File: src/hdl/bba_pkg.sv
package bba_pkg;

  localparam int REQ_W    = 26;
  localparam int HANDLE_W = 6;
  localparam int OFS_W    = 25;
  localparam int LVL_W    = 3;
  localparam int SHIFT_W  = 5;

  localparam logic [SHIFT_W-1:0] SHIFT_RESET = 5'd10;

  localparam logic MODE_ALLOC = 1'b0;
  localparam logic MODE_FREE  = 1'b1;

  typedef enum logic [1:0] {
    ST_UNUSED = 2'd0,
    ST_USED   = 2'd1,
    ST_SPLIT  = 2'd2,
    ST_FULL   = 2'd3
  } node_st_t;

  typedef enum logic [1:0] {
    RSP_OK      = 2'd0,
    RSP_NOSPACE = 2'd1,
    RSP_BADFREE = 2'd2
  } rsp_code_t;

  // controller -> datapath
  typedef struct packed {
    logic      clr_step;
    logic      accept;
    logic      calc_want;
    logic      walk_init;
    logic      srch_step;
    logic      free_rd;
    logic      loc_step;
    logic      mark;
    logic      up_wr;
    logic      res_load;
    rsp_code_t res_code;
    logic      out_load;
  } cmd_t;

  // datapath -> controller
  typedef struct packed {
    logic clr_last;
    logic nosp;
    logic srch_found;
    logic srch_end;
    logic free_ok;
    logic loc_done;
    logic at_top;
    logic up_last;
  } sts_t;

endpackage

File: src/hdl/bba_if.sv
interface bba_req_if;
  logic                         valid;
  logic                         ready;
  logic                         mode;
  logic [bba_pkg::REQ_W-1:0]    request_bytes;
  logic [bba_pkg::HANDLE_W-1:0] free_handle;

  modport source (output valid, mode, request_bytes, free_handle, input ready);
  modport sink   (input valid, mode, request_bytes, free_handle, output ready);
endinterface

interface bba_rsp_if;
  logic                         valid;
  logic                         ready;
  logic [1:0]                   status;
  logic [bba_pkg::HANDLE_W-1:0] block_handle;
  logic [bba_pkg::OFS_W-1:0]    block_offset;
  logic [bba_pkg::LVL_W-1:0]    block_level;

  modport source (output valid, status, block_handle, block_offset, block_level,
                  input ready);
  modport sink   (input valid, status, block_handle, block_offset, block_level,
                  output ready);
endinterface

File: src/hdl/buddy_block_allocator.sv
// Binary buddy allocator over a tree of LEVELS+1 levels (2^(LEVELS+1)-1 nodes).
// Channels: req carries mode (0 allocate, 1 free), request_bytes and free_handle;
// rsp returns status, block_handle, block_offset and block_level, one per request.
// cfg_we/cfg_wdata write min_block_shift (reset 10); write it only while idle.
// Requests are served one at a time; req.ready is high only while the block idles.
// Allocate: size the request, then probe tree nodes in preorder (each read,
// then evaluated), mark the block found, read and write back each ancestor,
// and load the output register. Free: read and check the handle, walk down
// to it from the root, mark it, update each ancestor and load the output.
// An oversized request, a bad free and a search that finds no block go
// straight to the output without marking. The node memory has a single write
// port, so each ancestor is read first and then written back.
// Reset clears the tree with a pass over its 2^(LEVELS+1)-1 nodes (63 at LEVELS=5)
// during which no request is taken; configuration writes are taken throughout.
// A result waits in the output register while rsp.ready is low; the next
// request is still taken and worked on, and its result waits in the block
// until the output register is free.
module buddy_block_allocator #(
  parameter int LEVELS = 5
) (
  input  logic                        clk,
  input  logic                        rst,
  input  logic                        cfg_we,
  input  logic [bba_pkg::SHIFT_W-1:0] cfg_wdata,
  bba_req_if.sink                     req,
  bba_rsp_if.source                   rsp
);

  bba_pkg::cmd_t cmd;
  bba_pkg::sts_t sts;

  bba_ctrl u_ctrl (
    .clk       (clk),
    .rst       (rst),
    .req_valid (req.valid),
    .req_mode  (req.mode),
    .req_ready (req.ready),
    .rsp_valid (rsp.valid),
    .rsp_ready (rsp.ready),
    .sts       (sts),
    .cmd       (cmd)
  );

  bba_dpath #(
    .LEVELS (LEVELS)
  ) u_dpath (
    .clk        (clk),
    .rst        (rst),
    .cfg_we     (cfg_we),
    .cfg_wdata  (cfg_wdata),
    .in_mode    (req.mode),
    .in_bytes   (req.request_bytes),
    .in_handle  (req.free_handle),
    .cmd        (cmd),
    .sts        (sts),
    .out_status (rsp.status),
    .out_handle (rsp.block_handle),
    .out_offset (rsp.block_offset),
    .out_level  (rsp.block_level)
  );

endmodule

File: src/hdl/bba_ctrl.sv
module bba_ctrl (
  input  logic          clk,
  input  logic          rst,
  input  logic          req_valid,
  input  logic          req_mode,
  output logic          req_ready,
  output logic          rsp_valid,
  input  logic          rsp_ready,
  input  bba_pkg::sts_t sts,
  output bba_pkg::cmd_t cmd
);

  typedef enum logic [3:0] {
    S_CLEAR,
    S_IDLE,
    S_ALLOC,
    S_PROBE,
    S_EVAL,
    S_CHECK_RD,
    S_CHECK,
    S_LOCATE,
    S_MARK,
    S_UP_RD,
    S_UP_WR,
    S_DONE
  } state_t;

  state_t state;
  state_t state_next;

  assign req_ready = (state == S_IDLE);

  always_comb begin
    cmd          = '0;
    cmd.res_code = bba_pkg::RSP_OK;
    state_next   = state;
    case (state)
      S_CLEAR: begin
        cmd.clr_step = 1'b1;
        if (sts.clr_last) state_next = S_IDLE;
      end
      S_IDLE: begin
        if (req_valid) begin
          cmd.accept = 1'b1;
          state_next = (req_mode == bba_pkg::MODE_FREE) ? S_CHECK_RD : S_ALLOC;
        end
      end
      S_ALLOC: begin
        cmd.calc_want = 1'b1;
        cmd.walk_init = 1'b1;
        if (sts.nosp) begin
          cmd.res_load = 1'b1;
          cmd.res_code = bba_pkg::RSP_NOSPACE;
          state_next   = S_DONE;
        end else begin
          state_next = S_PROBE;
        end
      end
      S_PROBE: state_next = S_EVAL;
      S_EVAL: begin
        cmd.srch_step = 1'b1;
        if (sts.srch_found) begin
          state_next = S_MARK;
        end else if (sts.srch_end) begin
          cmd.res_load = 1'b1;
          cmd.res_code = bba_pkg::RSP_NOSPACE;
          state_next   = S_DONE;
        end else begin
          state_next = S_PROBE;
        end
      end
      S_CHECK_RD: begin
        cmd.free_rd = 1'b1;
        state_next  = S_CHECK;
      end
      S_CHECK: begin
        if (sts.free_ok) begin
          cmd.walk_init = 1'b1;
          state_next    = S_LOCATE;
        end else begin
          cmd.res_load = 1'b1;
          cmd.res_code = bba_pkg::RSP_BADFREE;
          state_next   = S_DONE;
        end
      end
      S_LOCATE: begin
        if (sts.loc_done) state_next = S_MARK;
        else              cmd.loc_step = 1'b1;
      end
      S_MARK: begin
        cmd.mark     = 1'b1;
        cmd.res_load = 1'b1;
        state_next   = sts.at_top ? S_DONE : S_UP_RD;
      end
      S_UP_RD: state_next = S_UP_WR;
      S_UP_WR: begin
        cmd.up_wr  = 1'b1;
        state_next = sts.up_last ? S_DONE : S_UP_RD;
      end
      S_DONE: begin
        // hold the result until the output register is free
        if (!rsp_valid || rsp_ready) begin
          cmd.out_load = 1'b1;
          state_next   = S_IDLE;
        end
      end
      default: state_next = S_IDLE;
    endcase
  end

  always_ff @(posedge clk) begin
    if (rst) begin
      state     <= S_CLEAR;
      rsp_valid <= 1'b0;
    end else begin
      state <= state_next;
      if (cmd.out_load) rsp_valid <= 1'b1;
      else if (rsp_ready) rsp_valid <= 1'b0;
    end
  end

endmodule

File: src/hdl/bba_dpath.sv
module bba_dpath #(
  parameter int LEVELS = 5
) (
  input  logic                         clk,
  input  logic                         rst,
  input  logic                         cfg_we,
  input  logic [bba_pkg::SHIFT_W-1:0]  cfg_wdata,
  input  logic                         in_mode,
  input  logic [bba_pkg::REQ_W-1:0]    in_bytes,
  input  logic [bba_pkg::HANDLE_W-1:0] in_handle,
  input  bba_pkg::cmd_t                cmd,
  output bba_pkg::sts_t                sts,
  output logic [1:0]                   out_status,
  output logic [bba_pkg::HANDLE_W-1:0] out_handle,
  output logic [bba_pkg::OFS_W-1:0]    out_offset,
  output logic [bba_pkg::LVL_W-1:0]    out_level
);

  localparam int NW    = LEVELS + 1;          // node index width
  localparam int NODES = (2 ** NW) - 1;
  localparam int LVW   = $clog2(LEVELS + 1);
  localparam int PW    = LEVELS;              // offset in smallest-block units
  localparam int RW    = bba_pkg::REQ_W;
  localparam int HW    = bba_pkg::HANDLE_W;
  localparam int OW    = bba_pkg::OFS_W;
  localparam int LW    = bba_pkg::LVL_W;

  // configuration and latched request
  logic [bba_pkg::SHIFT_W-1:0] shift;
  logic                        req_mode;
  logic [RW-1:0]               req_bytes;
  logic [HW-1:0]               req_handle;

  // tree walk
  logic [LVW-1:0] want;
  logic [NW-1:0]  node;
  logic [LVW-1:0] level;
  logic [PW-1:0]  unit_ofs;
  logic [NW-1:0]  clr_idx;

  // node store
  bba_pkg::node_st_t mem [NODES];
  bba_pkg::node_st_t rd_a;
  bba_pkg::node_st_t rd_b;

  // result holding and output registers
  bba_pkg::rsp_code_t res_code;
  logic [HW-1:0]      res_handle;
  logic [OW-1:0]      res_offset;
  logic [LW-1:0]      res_level;
  bba_pkg::rsp_code_t out_code;

  logic [LVW-1:0]    want_next;
  logic              nosp_next;
  logic [NW-1:0]     sub_size;
  logic [PW:0]       lvl_bit;
  logic [PW:0]       step_abs;
  logic [LVW-1:0]    step_lvl;
  logic              is_left;
  logic [NW-1:0]     sibling;
  logic [NW-1:0]     parent;
  logic [NW-1:0]     right_child;
  logic [NW-1:0]     target;
  bba_pkg::node_st_t left_st;
  bba_pkg::node_st_t right_st;
  bba_pkg::node_st_t merged;
  logic              found;
  logic              skip;
  logic              we;
  logic [NW-1:0]     waddr;
  bba_pkg::node_st_t wdata;
  logic [NW-1:0]     raddr_a;

  function automatic logic taken(input bba_pkg::node_st_t s);
    taken = (s inside {bba_pkg::ST_USED, bba_pkg::ST_FULL});
  endfunction

  // smallest level whose block covers the request
  always_comb begin
    want_next = '0;
    nosp_next = 1'b1;
    for (int l = LEVELS; l >= 0; l--) begin
      if ((int'(shift) + l >= RW) || (req_bytes <= (RW'(1) << (int'(shift) + l)))) begin
        want_next = LVW'(l);
        nosp_next = 1'b0;
      end
    end
  end

  assign sub_size = NW'({NW{1'b1}} >> (LEVELS - int'(level)));
  assign lvl_bit  = (PW + 1)'(1) << level;
  assign step_abs = (PW + 1)'(unit_ofs) + lvl_bit;
  assign target   = NW'(req_handle);

  // level of the next node in preorder after skipping a subtree
  always_comb begin
    step_lvl = '0;
    for (int b = PW - 1; b >= 0; b--) begin
      if (step_abs[b]) step_lvl = LVW'(b);
    end
  end

  assign found = (rd_a == bba_pkg::ST_UNUSED);
  assign skip  = !found && (taken(rd_a) || (level == want));

  assign right_child = node + (NW'(1) << level);

  assign is_left  = ((((PW + 1)'(unit_ofs)) & lvl_bit) == '0);
  assign sibling  = is_left ? node + sub_size : node - sub_size;
  assign parent   = is_left ? node - NW'(1) : sibling - NW'(1);
  assign left_st  = is_left ? rd_a : rd_b;
  assign right_st = is_left ? rd_b : rd_a;

  always_comb begin
    if (left_st == bba_pkg::ST_UNUSED && right_st == bba_pkg::ST_UNUSED) begin
      merged = bba_pkg::ST_UNUSED;
    end else if (taken(left_st) && taken(right_st)) begin
      merged = bba_pkg::ST_FULL;
    end else begin
      merged = bba_pkg::ST_SPLIT;
    end
  end

  always_comb begin
    sts            = '0;
    sts.clr_last   = (clr_idx == NW'(NODES - 1));
    sts.nosp       = nosp_next;
    sts.srch_found = found;
    sts.srch_end   = skip && step_abs[PW];
    sts.free_ok    = (int'(req_handle) < NODES) && (rd_a == bba_pkg::ST_USED);
    sts.loc_done   = (node == target) || (level == '0);
    sts.at_top     = (level == LVW'(LEVELS));
    sts.up_last    = (level == LVW'(LEVELS - 1));
  end

  // single write port
  always_comb begin
    we    = 1'b0;
    waddr = node;
    wdata = bba_pkg::ST_UNUSED;
    if (cmd.clr_step) begin
      we    = 1'b1;
      waddr = clr_idx;
    end else if (cmd.mark) begin
      we    = 1'b1;
      wdata = (req_mode == bba_pkg::MODE_ALLOC) ? bba_pkg::ST_USED : bba_pkg::ST_UNUSED;
    end else if (cmd.up_wr) begin
      we    = 1'b1;
      waddr = parent;
      wdata = merged;
    end
  end

  assign raddr_a = cmd.free_rd ? target : node;

  always_ff @(posedge clk) begin
    if (we) mem[waddr] <= wdata;
    rd_a <= mem[raddr_a];
    rd_b <= mem[sibling];
  end

  always_ff @(posedge clk) begin
    if (rst) begin
      shift   <= bba_pkg::SHIFT_RESET;
      clr_idx <= '0;
    end else begin
      if (cfg_we) shift <= cfg_wdata;
      if (cmd.clr_step) clr_idx <= clr_idx + NW'(1);
    end
  end

  always_ff @(posedge clk) begin
    if (cmd.accept) begin
      req_mode   <= in_mode;
      req_bytes  <= in_bytes;
      req_handle <= in_handle;
    end
    if (cmd.calc_want) want <= want_next;

    if (cmd.walk_init) begin
      node     <= '0;
      level    <= LVW'(LEVELS);
      unit_ofs <= '0;
    end else if (cmd.srch_step) begin
      if (found) begin
        // whole subtree is free: jump to its leftmost block at the wanted level
        node  <= node + NW'(level - want);
        level <= want;
      end else if (skip) begin
        node     <= node + sub_size;
        level    <= step_lvl;
        unit_ofs <= PW'(step_abs);
      end else begin
        node  <= node + NW'(1);
        level <= level - LVW'(1);
      end
    end else if (cmd.loc_step) begin
      if (target >= right_child) begin
        node     <= right_child;
        unit_ofs <= unit_ofs | PW'(lvl_bit >> 1);
      end else begin
        node <= node + NW'(1);
      end
      level <= level - LVW'(1);
    end else if (cmd.up_wr) begin
      node     <= parent;
      level    <= level + LVW'(1);
      unit_ofs <= PW'(((PW + 1)'(unit_ofs)) & ~lvl_bit);
    end

    if (cmd.res_load) begin
      res_code <= cmd.res_code;
      case (cmd.res_code)
        bba_pkg::RSP_OK: begin
          res_handle <= HW'(node);
          res_offset <= OW'(unit_ofs) << shift;
          res_level  <= LW'(level);
        end
        bba_pkg::RSP_BADFREE: begin
          res_handle <= req_handle;
          res_offset <= '0;
          res_level  <= '0;
        end
        default: begin
          res_handle <= '0;
          res_offset <= '0;
          res_level  <= '0;
        end
      endcase
    end

    if (cmd.out_load) begin
      out_code   <= res_code;
      out_handle <= res_handle;
      out_offset <= res_offset;
      out_level  <= res_level;
    end
  end

  assign out_status = out_code;

endmodule

File: src/flat_wrapper.sv
// flat-port wrapper written by rule: the top's interface ports become plain ports
module buddy_block_allocator_flat 
#(
  parameter int LEVELS = 5
)
  (clk, rst, cfg_we, cfg_wdata, req_valid, req_mode, req_request_bytes, req_free_handle, req_ready, rsp_valid, rsp_status, rsp_block_handle, rsp_block_offset, rsp_block_level, rsp_ready);
  bba_req_if req_i ();
  bba_rsp_if rsp_i ();
  input  logic clk;
  input  logic rst;
  input  logic cfg_we;
  input  logic [bba_pkg::SHIFT_W-1:0] cfg_wdata;
  input wire logic [$bits(req_i.valid)-1:0] req_valid;
  input wire logic [$bits(req_i.mode)-1:0] req_mode;
  input wire logic [$bits(req_i.request_bytes)-1:0] req_request_bytes;
  input wire logic [$bits(req_i.free_handle)-1:0] req_free_handle;
  output wire logic [$bits(req_i.ready)-1:0] req_ready;
  output wire logic [$bits(rsp_i.valid)-1:0] rsp_valid;
  output wire logic [$bits(rsp_i.status)-1:0] rsp_status;
  output wire logic [$bits(rsp_i.block_handle)-1:0] rsp_block_handle;
  output wire logic [$bits(rsp_i.block_offset)-1:0] rsp_block_offset;
  output wire logic [$bits(rsp_i.block_level)-1:0] rsp_block_level;
  input wire logic [$bits(rsp_i.ready)-1:0] rsp_ready;
  assign req_i.valid = req_valid;
  assign req_i.mode = req_mode;
  assign req_i.request_bytes = req_request_bytes;
  assign req_i.free_handle = req_free_handle;
  assign req_ready = req_i.ready;
  assign rsp_valid = rsp_i.valid;
  assign rsp_status = rsp_i.status;
  assign rsp_block_handle = rsp_i.block_handle;
  assign rsp_block_offset = rsp_i.block_offset;
  assign rsp_block_level = rsp_i.block_level;
  assign rsp_i.ready = rsp_ready;
  buddy_block_allocator #(.LEVELS(LEVELS)) u_core (.clk(clk), .rst(rst), .cfg_we(cfg_we), .cfg_wdata(cfg_wdata), .req(req_i), .rsp(rsp_i));
endmodule
File: config.mk
export PLATFORM = sky130hd
export DESIGN_NAME = buddy_block_allocator_flat
export DESIGN_NICKNAME = d
export VERILOG_FILES = /design/src/hdl/bba_pkg.sv /design/src/hdl/bba_if.sv /design/src/hdl/buddy_block_allocator.sv /design/src/hdl/bba_ctrl.sv /design/src/hdl/bba_dpath.sv /design/src/flat_wrapper.sv
export SDC_FILE = /design/constraint.sdc
export NUM_CORES = 1
export LEC_CHECK = 0
export ABC_AREA = 1
export BUFFER_PORTS_ARGS = -buffer_cell sky130_fd_sc_hd__buf_4
export CAP_MARGIN = 20
export CORE_ASPECT_RATIO = 0.7
export CORE_MARGIN = 2
export CORE_UTILIZATION = 35
export DETAILED_ROUTE_END_ITERATION = 8
export PLACE_DENSITY = 0.46
export SETUP_SLACK_MARGIN = 0.5
export SLEW_MARGIN = 10
export SYNTH_ARGS = -nofsm -noshare
export SYNTH_HDL_FRONTEND = slang
export SYNTH_SLANG_ARGS = --single-unit
export TNS_END_PERCENT = 100
File: constraint.sdc
create_clock -name clk -period 7.75 [get_ports clk]
set_input_delay 1.55 -clock clk [delete_from_list [all_inputs] [get_ports clk]]
set_output_delay 1.55 -clock clk [all_outputs]
set_load 0.01 [all_outputs]
==> results of run 1 <==
-- metrics by stage --
stage | hold WS, ns | total power, mW | cell area, sq um | setup slack (ns) | std cells
after global routing | 0.435 | 8.30 | 22600 | 1.53 | 3397
after floorplan | 0.400 | 4.67 | 20100 | 2.82 | 2562
after detailed placement | 0.405 | 6.06 | 21500 | 2.25 | 3339
after CTS | 0.421 | 7.66 | 22600 | 2.21 | 3397
after global placement | 0.410 | 6.06 | 21500 | 2.38 | 3339
final | 0.419 | 7.69 | 22600 | 2.10 | 3397
-- final cells by class --
| type | instances | area (sq um) |
|---|---|---|
| multi-input cells | 1941 | 11000 |
| inverters | 281 | 1050 |
| well taps | 750 | 938 |
| fillers | 5854 | 34200 |
| flip-flops and latches | 268 | 7710 |
| repair buffers | 99 | 743 |
| clock inverters | 16 | 220 |
| clock buffers | 42 | 857 |
-- state kept, by name, summed over array words and instances (netlist names), 3 cells and up --
signal / cells
u_core.u_dpath.req_handle: 6
u_core.u_dpath.clr_idx: 6
u_core.u_dpath.unit_ofs: 5
u_core.u_dpath.shift: 5
u_core.u_dpath.res_offset: 25
u_core.u_dpath.req_bytes: 26
u_core.u_dpath.res_handle: 6
u_core.u_dpath.res_level: 3
u_core.u_dpath.want: 3
u_core.u_dpath.mem: 126
u_core.u_dpath.level: 3
u_core.u_dpath.out_handle: 6
u_core.u_dpath.out_offset: 25
u_core.u_dpath.node: 6
u_core.u_dpath.out_level: 3
u_core.u_ctrl.state: 4
-- cell usage in the layout (no fill, tap or decap), types with 4 or more instances in the layout --
cell type  count
xnor2_1        5
dfxtp_1       34
fa_1           6
nor4_1         9
a21o_1        10
a21oi_4        4
nand3_1      198
clkinv_1      13
nand4_2        6
clkbuf_1       7
a21oi_1       99
nand3_2        6
o21ai_2        7
nand2_1      641
a31oi_1       14
o21ai_1       12
inv_6          4
edfxtp_1     234
nor2_2         8
nand3b_1       4
o211ai_1     103
nor3_1        36
clkbuf_16     31
a21boi_0       5
clkbuf_8       4
nand4_1       26
or2_2          5
inv_2         15
o21ai_0      120
xor2_1        14
buf_4         99
o21bai_1       8
nand2_2       12
o21a_1         4
ha_1         223
nor2_1       328
inv_1        256
bufinv_16      4
-- cell families (layout without fill, tap and decap cells) --
family / count (synthesis) / after routing / share of synthesized area, %
buffers and inverters: 353 / 438 / 6.97
adder cells (fa/ha/maj): 230 / 230 / 14.5
flip-flops: 268 / 268 / 38.3
AND/OR/NAND/NOR: 1289 / 1289 / 27.0
AO/OA/AOI/OAI: 401 / 401 / 12.2
XOR/XNOR: 21 / 21 / 0.989
-- routing by layer --
metal  vias up  GRT usage, %
li1       8854             -
met1      8630          36.6
met2       569          33.3
met3        77          3.75
met4         0          4.61
met5         -             0
-- how the worst max path moves through the flow --
stage	startpoint	depth (start not counted)	slack (ns)	to
2_1_floorplan	u_core.u_dpath.shift[1]$_SDFFE_PP1P_	22	2.82	u_core.u_dpath.res_code[0]$_DFFE_PP_
3_5_place_dp	u_core.u_dpath.shift[1]$_SDFFE_PP1P_	21	2.25	u_core.u_dpath.res_offset[22]$_SDFFCE_PP0P_
4_1_cts	u_core.u_dpath.shift[1]$_SDFFE_PP1P_	21	2.21	u_core.u_dpath.res_offset[13]$_SDFFCE_PP0P_
3_3_place_gp	u_core.u_dpath.shift[3]$_SDFFE_PP1P_	17	2.38	u_core.u_dpath.res_offset[4]$_SDFFCE_PP0P_
5_1_grt	u_core.u_dpath.shift[1]$_SDFFE_PP1P_	21	1.53	u_core.u_dpath.res_level[0]$_SDFFCE_PP0P_
6_report	u_core.u_dpath.shift[1]$_SDFFE_PP1P_	21	2.10	u_core.u_dpath.res_offset[2]$_SDFFCE_PP0P_
-- power by group --
| part | switching (mW) | internal, mW |
|---|---|---|
| Sequential | 0.127 | 1.62 |
| Combinational | 3.07 | 1.30 |
| Clock | 0.661 | 0.918 |
| Total | 3.86 | 3.83 |
==> run metrics, run 1 <==
status finished, final reports clean; utilization after layout 39.7%; Ant. Diodes 0; Post-CTS Resized 0; Syn Inst Count 2562; setup TNS 0 ns; CP Buf/Inv Count 4; CP Data Required Time 8.00 ns; Setup-failing EPs final 0; Global Route Usage Sum 23.3%; fin. max-slew vios 0; top-count cell post-synth nand2_1; TritonRoute pass-1 iters 5; Max Used Layer met4; post-detail-place hpwl 50400 microns; CP Launch Type flop; nets@finish 2895; commonest cells in the netlist nand2_1, nor2_1, inv_1; first-pass GRT wire length 106000 microns; Yosys top cell by area edfxtp_1; post-synthesis sequential area ratio 38.3%; area grow syn2layout 12.2%; proportion of layout cells with a drive suffix above 1 8.35%; Hold Crit Class reg2reg; largest net degree at the start of global routing 101; Avg Vias per Cell 5.34; vias after detailed routing 18.1k; Setup Buffers After CTS 0; FP Rows 73; Yosys top cell area share 34.9%; Cell variety after synth 54; final clock period utilization by the worst path 72.9%; Hold Path End u_core.u_dpath.out_offset[5]$_DFFE_PP_; syn nets 2835; Clock Latency Late Sink 0.61 ns; Leak 9.55 nW; family with the most delay on the worst path simple AND/OR/NAND/NOR gates; DRT met1 WL 35500 microns; Worst setup EP type flop; hold_sp u_core.u_dpath.res_offset[5]$_SDFFCE_PP0P_; RSZ-0062 raised after global routing no; htree depth 1; via count of the first global-routing pass 17.4k; maximum clock frequency 177 MHz; gpl congestion 0.913; met2 wire length 27500 microns; R2R Path Start u_core.u_dpath.shift[1]$_SDFFE_PP1P_; clock root buffer master clkbuf_16; Hold Path Depth 0; Area contributors post-synth edfxtp_1, ha_1, nand2_1; Final Hold Fails 0; CP arrival 5.89 ns; CTS buffer count 31; Core Region 56800 sq um; Reg2Reg Depth 21; crit-path cells inv_1 -> ha_1 -> a21oi_1 -> xor2_1 -> buf_4 -> inv_1 -> nor2_1 -> nand2_1 -> ha_1 -> nand2_1 -> nor2_1 -> a21boi_0 -> nor2_1 -> nor2_1 -> nor2_1 -> nor2_1 -> nand2_1 -> nor2_2 -> nand2_2 -> nand4_1 -> buf_4; starting density of the core 35.4%; metal3 WL 4900 microns; initial antenna violation count 1; gr ovfl total 0; Iteration-0 DRC Markers 1422; pwr dens 341 nW/um^2; Sinks on Clock Net 268; Top cell by count, worst path nor2_1; EDFF count, synth 234; Peak VDD IR 0.341 mV; CP Max Fanout 36; Clock Path Buffers 3; Max stage delay cell, worst path dfxtp_1; die extent in x 290 microns; Hold-fix buffers, CTS 0; Worst path max stage delay 0.77 ns; Async SR Flop Fraction 0%; max cap viols 0; crit path kind reg2reg; Tmin final 5.65 ns; Die Footprint 59400 sq um; R2R Path End u_core.u_dpath.res_offset[2]$_SDFFCE_PP0P_; Port Buf Inserts 80; Worst Clk Skew 0.0102 ns; Synth Register Bits 268; CTS tree done; chip height 205 microns; post-route ant nets 0; Syn. warnings 0; Avg Cell Area, Syn 7.85 sq um; Mapped Area 20100 sq um; Slew headroom 28.6%; R2R setup slack 2.10 ns; Synth Flop Type edfxtp_1; DRT Wirelength 69200 microns; worst slew pin tran 1.07 ns; DR WL/cell 20.4 microns; # IOs 81; clock-pin slew on the worst setup and hold paths 0.06 ns; Post-route DRC 0
Note: power is estimated with default switching activity, not from simulation.
==> run 2, diff against run 1 <==
==> constraint.sdc (replaced) <==
create_clock -name clk -period 5.9 [get_ports clk]
set_input_delay 1.18 -clock clk [delete_from_list [all_inputs] [get_ports clk]]
set_output_delay 1.18 -clock clk [all_outputs]
set_load 0.01 [all_outputs]
==> run 2 against run 1 <==
Against the previous run: critical path depth down 1; hold slack worse by 0.0021 ns; sequential power up 30%; cell area up 0.17%; count of clock-buffer cells in the layout down 2; cell count up 0.38%; sequential share of layout area down 0.051 points; maximum frequency up 11%; worst setup slack worse by 1.3 ns; die area unchanged; critical path type unchanged; critical endpoint is now u_core.u_dpath.res_level[0]$_SDFFCE_PP0P_; largest cell class unchanged.
==> run metrics, run 2 (synthesized netlist as in run 1, its figures left out) <==
status finished, final reports clean; Clock Path Buffers 3; initial antenna violation count 0; met1 Track Usage GR 36.0%; gr busiest metal met1; Hold Crit Class reg2reg; Leak 9.60 nW; area grow syn2layout 12.4%; worst slew pin tran 1.02 ns; final clock period utilization by the worst path 86.1%; switching share of power 50.6%; nets@finish 2908; Post-CTS Resized 0; # fillers 5902; CP Buf/Inv Count 4; Tmin final 5.08 ns; met2 GRT Util 32.3%; maximum clock frequency 197 MHz; htree depth 1; die extent in x 290 microns; Worst setup EP type flop; clock root buffer master clkbuf_16; crit-path cells inv_2 -> ha_1 -> inv_1 -> a21oi_1 -> a21oi_2 -> inv_1 -> nor2_1 -> nand2_1 -> ha_1 -> nand3_1 -> nor3_1 -> nand2_1 -> nor2_1 -> nor2_1 -> nor2_1 -> nand2_1 -> nor2_2 -> nand2_2 -> nand4_1 -> buf_12; Ant. Diodes 0; Iteration-0 DRC Markers 1627; Setup Buffers After CTS 0; first-pass GRT wire length 105000 microns; CTS buffer count 31; DP Area 21600 sq um; vias after detailed routing 18.3k; post-detail-place hpwl 51100 microns; Critical Path Stages 20; post-route cell area 22600 sq um; Max stage delay cell, worst path dfxtp_1; family with the most delay on the worst path simple AND/OR/NAND/NOR gates; post-route ant nets 0; biggest regs u_core.u_dpath.mem (126), u_core.u_dpath.req_bytes (26); area of the multi-input gates 11000 sq um; DR WL/cell 20.4 microns; Worst Clk Skew 0.0418 ns; final total power 10.1 mW; Core Region 56800 sq um; RSZ-0062 raised after global routing no; number of flip-flops in the largest register 126; FP Rows 73; Clk pwr share 19.0%; Post-route DRC 0; CP arrival 5.37 ns; fin. max-slew vios 0; proportion of layout cells with a drive suffix above 1 8.87%; Global Route Usage Sum 23.1%; max cap viols 0; gr ovfl total 0; # IOs 81; Setup-failing EPs final 0; crit path kind reg2reg; pwr dens 448 nW/um^2; commonest cells after routing, fill and taps aside nand2_1, nor2_1, inv_1, edfxtp_1, ha_1; Worst path max stage delay 0.72 ns; setup TNS 0 ns; Final Hold Fails 0; met3 usage 4.96%; Hold Path Depth 0; Avg Vias per Cell 5.38; commonest non-fill, non-tap cell in the layout nand2_1; Port Buf Inserts 80; Net Sw Power 5.12 mW; TritonRoute pass-1 iters 6; Slew headroom 31.7%; largest net degree at the start of global routing 103; CP Launch Type flop; Clock Latency Late Sink 0.60 ns; Most flops, register u_core.u_dpath.mem; Logic pwr share 58.7%; Top cell by count, worst path nor2_1; clock-pin slew on the worst setup and hold paths 0.07 ns; gpl congestion 0.941; Sequential Area 7710 sq um; CP Data Required Time 6.19 ns; CTS tree done; Sinks on Clock Net 268; DRT Wirelength 69600 microns; internal cell power 5.00 mW; share of power burned in registers 22.3%; via count of the first global-routing pass 17.2k; Reg2Reg Depth 20; Peak VDD IR 0.422 mV; chip height 205 microns; Die Footprint 59400 sq um; starting density of the core 35.4%; Hold-fix buffers, CTS 0; CP Max Fanout 36
-- run 2: power groups by stage --
| stage | sequential, mW | combinational, mW | clock (mW) |
|---|---|---|---|
| 2_1_floorplan | 2.24 | 3.89 | 0 |
| 3_3_place_gp | 2.30 | 5.77 | 0 |
| 3_5_place_dp | 2.30 | 5.77 | 0 |
| 4_1_cts | 2.26 | 5.80 | 1.98 |
| 5_1_grt | 2.27 | 6.54 | 2.06 |
| 6_report | 2.26 | 5.94 | 1.92 |
-- run 2: worst paths after layout --
kind / startpoint / to / slack, ns
setup / recovery: u_core.u_dpath.shift[0]$_SDFFE_PP0P_ / u_core.u_dpath.res_level[0]$_SDFFCE_PP0P_ / 0.82
hold / removal: u_core.u_dpath.res_level[2]$_SDFFCE_PP0P_ / u_core.u_dpath.out_level[2]$_DFFE_PP_ / 0.42
setup reg to reg: u_core.u_dpath.shift[0]$_SDFFE_PP0P_ / u_core.u_dpath.res_level[0]$_SDFFCE_PP0P_ / 0.82
hold reg to reg: u_core.u_dpath.res_level[2]$_SDFFCE_PP0P_ / u_core.u_dpath.out_level[2]$_DFFE_PP_ / 0.42
-- run 2: layout make-up --
cell class | instances | area share (%)
multi-input cells | 1941 | 48.9
repair buffers | 112 | 3.78
clock buffers | 40 | 3.63
inverters | 281 | 4.67
well taps | 750 | 4.15
clock inverters | 18 | 0.814
flip-flops and latches | 268 | 34.1
-- run 2: per-stage QoR --
| stage | hold WS, ns | utilization [%] | cells | setup WS, ns |
|---|---|---|---|---|
| CTS | 0.419 | 39.8 | 3410 | 0.825 |
| finish | 0.417 | 39.8 | 3410 | 0.817 |
| detailed placement | 0.405 | 38.0 | 3352 | 0.872 |
| global placement | 0.409 | 38.0 | 3352 | 0.931 |
| global route | 0.430 | 39.8 | 3410 | 0.525 |
| floorplan | 0.400 | - | 2562 | 0.969 |
-- run 2: metal layers --
metal  vias to the layer above  wire length [microns]
met1                      8698                  35200
met5                         -                      0
met4                         0                   1340
met2                       672                  27000
met3                        84                   6090
li1                       8875                      -
-- run 2: worst register-to-register path: stages, from the launching register on --
cell and delay, ns:
dfxtp_1 0.72, inv_2 0.26, ha_1 0.29, inv_1 0.11, a21oi_1 0.08, a21oi_2 0.33, inv_1 0.11, nor2_1 0.44
nand2_1 0.15, ha_1 0.32, nand3_1 0.09, nor3_1 0.34, nand2_1 0.11, nor2_1 0.13, nor2_1 0.07, nor2_1 0.24
nand2_1 0.13, nor2_2 0.13, nand2_2 0.22, nand4_1 0.22, buf_12 0.25
==> run 3, diff against run 2 <==
--- a/config.mk
+++ b/config.mk
@@ -10,9 +10,9 @@
 export CAP_MARGIN = 20
 export CORE_ASPECT_RATIO = 0.7
 export CORE_MARGIN = 2
-export CORE_UTILIZATION = 35
+export CORE_UTILIZATION = 55
 export DETAILED_ROUTE_END_ITERATION = 8
-export PLACE_DENSITY = 0.46
+export PLACE_DENSITY = 0.68
 export SETUP_SLACK_MARGIN = 0.5
 export SLEW_MARGIN = 10
 export SYNTH_ARGS = -nofsm -noshare
==> run 3 against run 2 <==
Against the previous run: cell area decreased by 2.1%; maximum frequency increased by 2.8%; clock skew is 0.018 ns lower; critical path depth did not move; first-iteration DRC count increased by 37%; global-route usage up 9.2 points; die area down 36%; hold slack improved by 0.0017 ns; clock power shrank 5%.
==> run metrics, run 3 (synthesized netlist as in run 1, its figures left out) <==
final total power 9.72 mW; Iteration-0 DRC Markers 2225; Peak VDD IR 0.539 mV; crit path kind reg2reg; number of flip-flops in the largest register 126; post-route cell area 22100 sq um; CTS buffer count 29; Avg Vias per Cell 5.94; Clock Path Buffers 3; post-route ant nets 0; Hold Crit Class reg2reg; die extent in x 233 microns; DRT Wirelength 61700 microns; Worst setup EP type flop; final clock period utilization by the worst path 83.8%; Logic pwr share 57.8%; Net Sw Power 4.86 mW; clock root buffer master clkbuf_16; proportion of layout cells with a drive suffix above 1 8.42%; CP Data Required Time 6.12 ns; Top cell by count, worst path nor2_1; Leak 9.52 nW; starting density of the core 55.9%; Die Footprint 38100 sq um; DR WL/cell 19.7 microns; Tmin final 4.94 ns; Clock Latency Late Sink 0.58 ns; hold_sp u_core.u_dpath.res_offset[5]$_SDFFCE_PP0P_; Final Hold Fails 0; htree depth 1; clock-pin slew on the worst setup and hold paths 0.07 ns; RSZ-0062 raised after global routing no; post-place setup slack 0.809 ns; Post-Place Cells 3072; final worst slack 0.958 ns; pwr dens 439 nW/um^2; utilization after layout 61.5%; Slew headroom 27.9%; largest net degree at the start of global routing 103; Sinks on Clock Net 268; Hold Path Depth 0; Worst path max stage delay 0.58 ns; post-detail-place hpwl 44500 microns; CP Max Fanout 36; Layout Cells excl Fill 3128; Setup-failing EPs final 0; share of power burned in registers 23.5%; Most flops, register u_core.u_dpath.mem; initial antenna violation count 1; DP Area 21200 sq um; crit-path cells inv_2 -> ha_1 -> a21oi_2 -> xor2_2 -> inv_1 -> nor2_1 -> nand2_1 -> ha_1 -> nand2_1 -> nor2_1 -> nand3b_1 -> nor2_1 -> o21a_1 -> nor2_1 -> nor2_1 -> nand2_1 -> nor2_1 -> nand2_2 -> nand4_1 -> buf_4; biggest regs u_core.u_dpath.mem (126), u_core.u_dpath.req_bytes (26); Hold-fix buffers, CTS 0; # IOs 81; switching share of power 50.0%; setup TNS 0 ns; R2R Path Start u_core.u_dpath.shift[2]$_SDFFE_PP0P_; gr ovfl total 0; Setup Buffers After CTS 0; Hold Path End u_core.u_dpath.out_offset[5]$_DFFE_PP_; via count of the first global-routing pass 17.3k; status finished, final reports clean; Core Region 36000 sq um; internal cell power 4.86 mW; area grow syn2layout 10.0%; nets@finish 2897; R2R Path End u_core.u_dpath.res_offset[10]$_SDFFCE_PP0P_; chip height 164 microns; Port Buf Inserts 80; fin. max-slew vios 0; maximum clock frequency 202 MHz; Post-route DRC 0; TritonRoute pass-1 iters 6; Global Route Usage Sum 32.3%; R2R setup slack 0.96 ns; CP arrival 5.16 ns; CTS tree done; CP Buf/Inv Count 3; Reg2Reg Depth 20; Worst Clk Skew 0.0235 ns; max cap viols 0; vias after detailed routing 18.6k; CP Launch Type flop; commonest non-fill, non-tap cell in the layout nand2_1; Clk pwr share 18.8%; Fin Hold WS 0.419 ns; worst slew pin tran 1.08 ns; commonest cells after routing, fill and taps aside nand2_1, nor2_1, inv_1, edfxtp_1, ha_1; FP Rows 58; first-pass GRT wire length 95100 microns; Max stage delay cell, worst path dfxtp_2; family with the most delay on the worst path simple AND/OR/NAND/NOR gates; gpl congestion 1.00
==> run 3: changes by cell type in the layout (fill, tap and decap cells not counted), sizes merged <==
cell      before  now
clkinv        17   20
inv          278  275
clkbuf        40   37
diode          0    1
buf          112  103
clkinvlp       2    1
==> run 3: power by group through the flow <==
stage / clock network (mW) / registers, mW / logic [mW]
floorplan: 0 / 2.24 / 3.89
global placement: 0 / 2.31 / 5.28
detailed placement: 0 / 2.31 / 5.39
CTS: 1.85 / 2.27 / 5.43
global route: 1.93 / 2.29 / 6.10
finish: 1.82 / 2.28 / 5.62
==> run 3: repair_timing <==
action,4_1_cts,5_1_grt
gates resized for setup,0,3
hold endpoints to repair,0,0
endpoints found under the setup margin,0,41
==> run 3: metal layers <==
layer / vias to the layer above / wire, microns / track usage [%]
li1: 8869 / - / -
met5: - / 0 / 0
met4: 0 / 1860 / 9.87
met3: 131 / 7070 / 5.68
met2: 979 / 25400 / 47.2
met1: 8602 / 27400 / 48.6
==> run 3: cell type report <==
type | count | area (sq um)
Multi-Input combinational cell | 1941 | 11000
Sequential cell | 268 | 7710
Timing Repair Buffer | 103 | 786
Clock inverter | 17 | 151
Antenna cell | 1 | 2.50
Clock buffer | 37 | 776
Fill cell | 3238 | 13900
Tap cell | 480 | 601
Inverter | 281 | 1050
==> run 3: worst max path at each step <==
stage               depth (start not counted)                                          end                                  from  slack (ns)
floorplan                                  22         u_core.u_dpath.res_code[0]$_DFFE_PP_  u_core.u_dpath.shift[1]$_SDFFE_PP1P_        0.97
global placement                           20   u_core.u_dpath.res_offset[2]$_SDFFCE_PP0P_  u_core.u_dpath.shift[2]$_SDFFE_PP0P_        0.80
detailed placement                         20  u_core.u_dpath.res_offset[20]$_SDFFCE_PP0P_  u_core.u_dpath.shift[2]$_SDFFE_PP0P_        0.81
CTS                                        20    u_core.u_dpath.res_level[0]$_SDFFCE_PP0P_  u_core.u_dpath.shift[2]$_SDFFE_PP0P_        0.76
global route                               20  u_core.u_dpath.res_offset[10]$_SDFFCE_PP0P_  u_core.u_dpath.shift[2]$_SDFFE_PP0P_        0.59
finish                                     20  u_core.u_dpath.res_offset[10]$_SDFFCE_PP0P_  u_core.u_dpath.shift[2]$_SDFFE_PP0P_        0.96
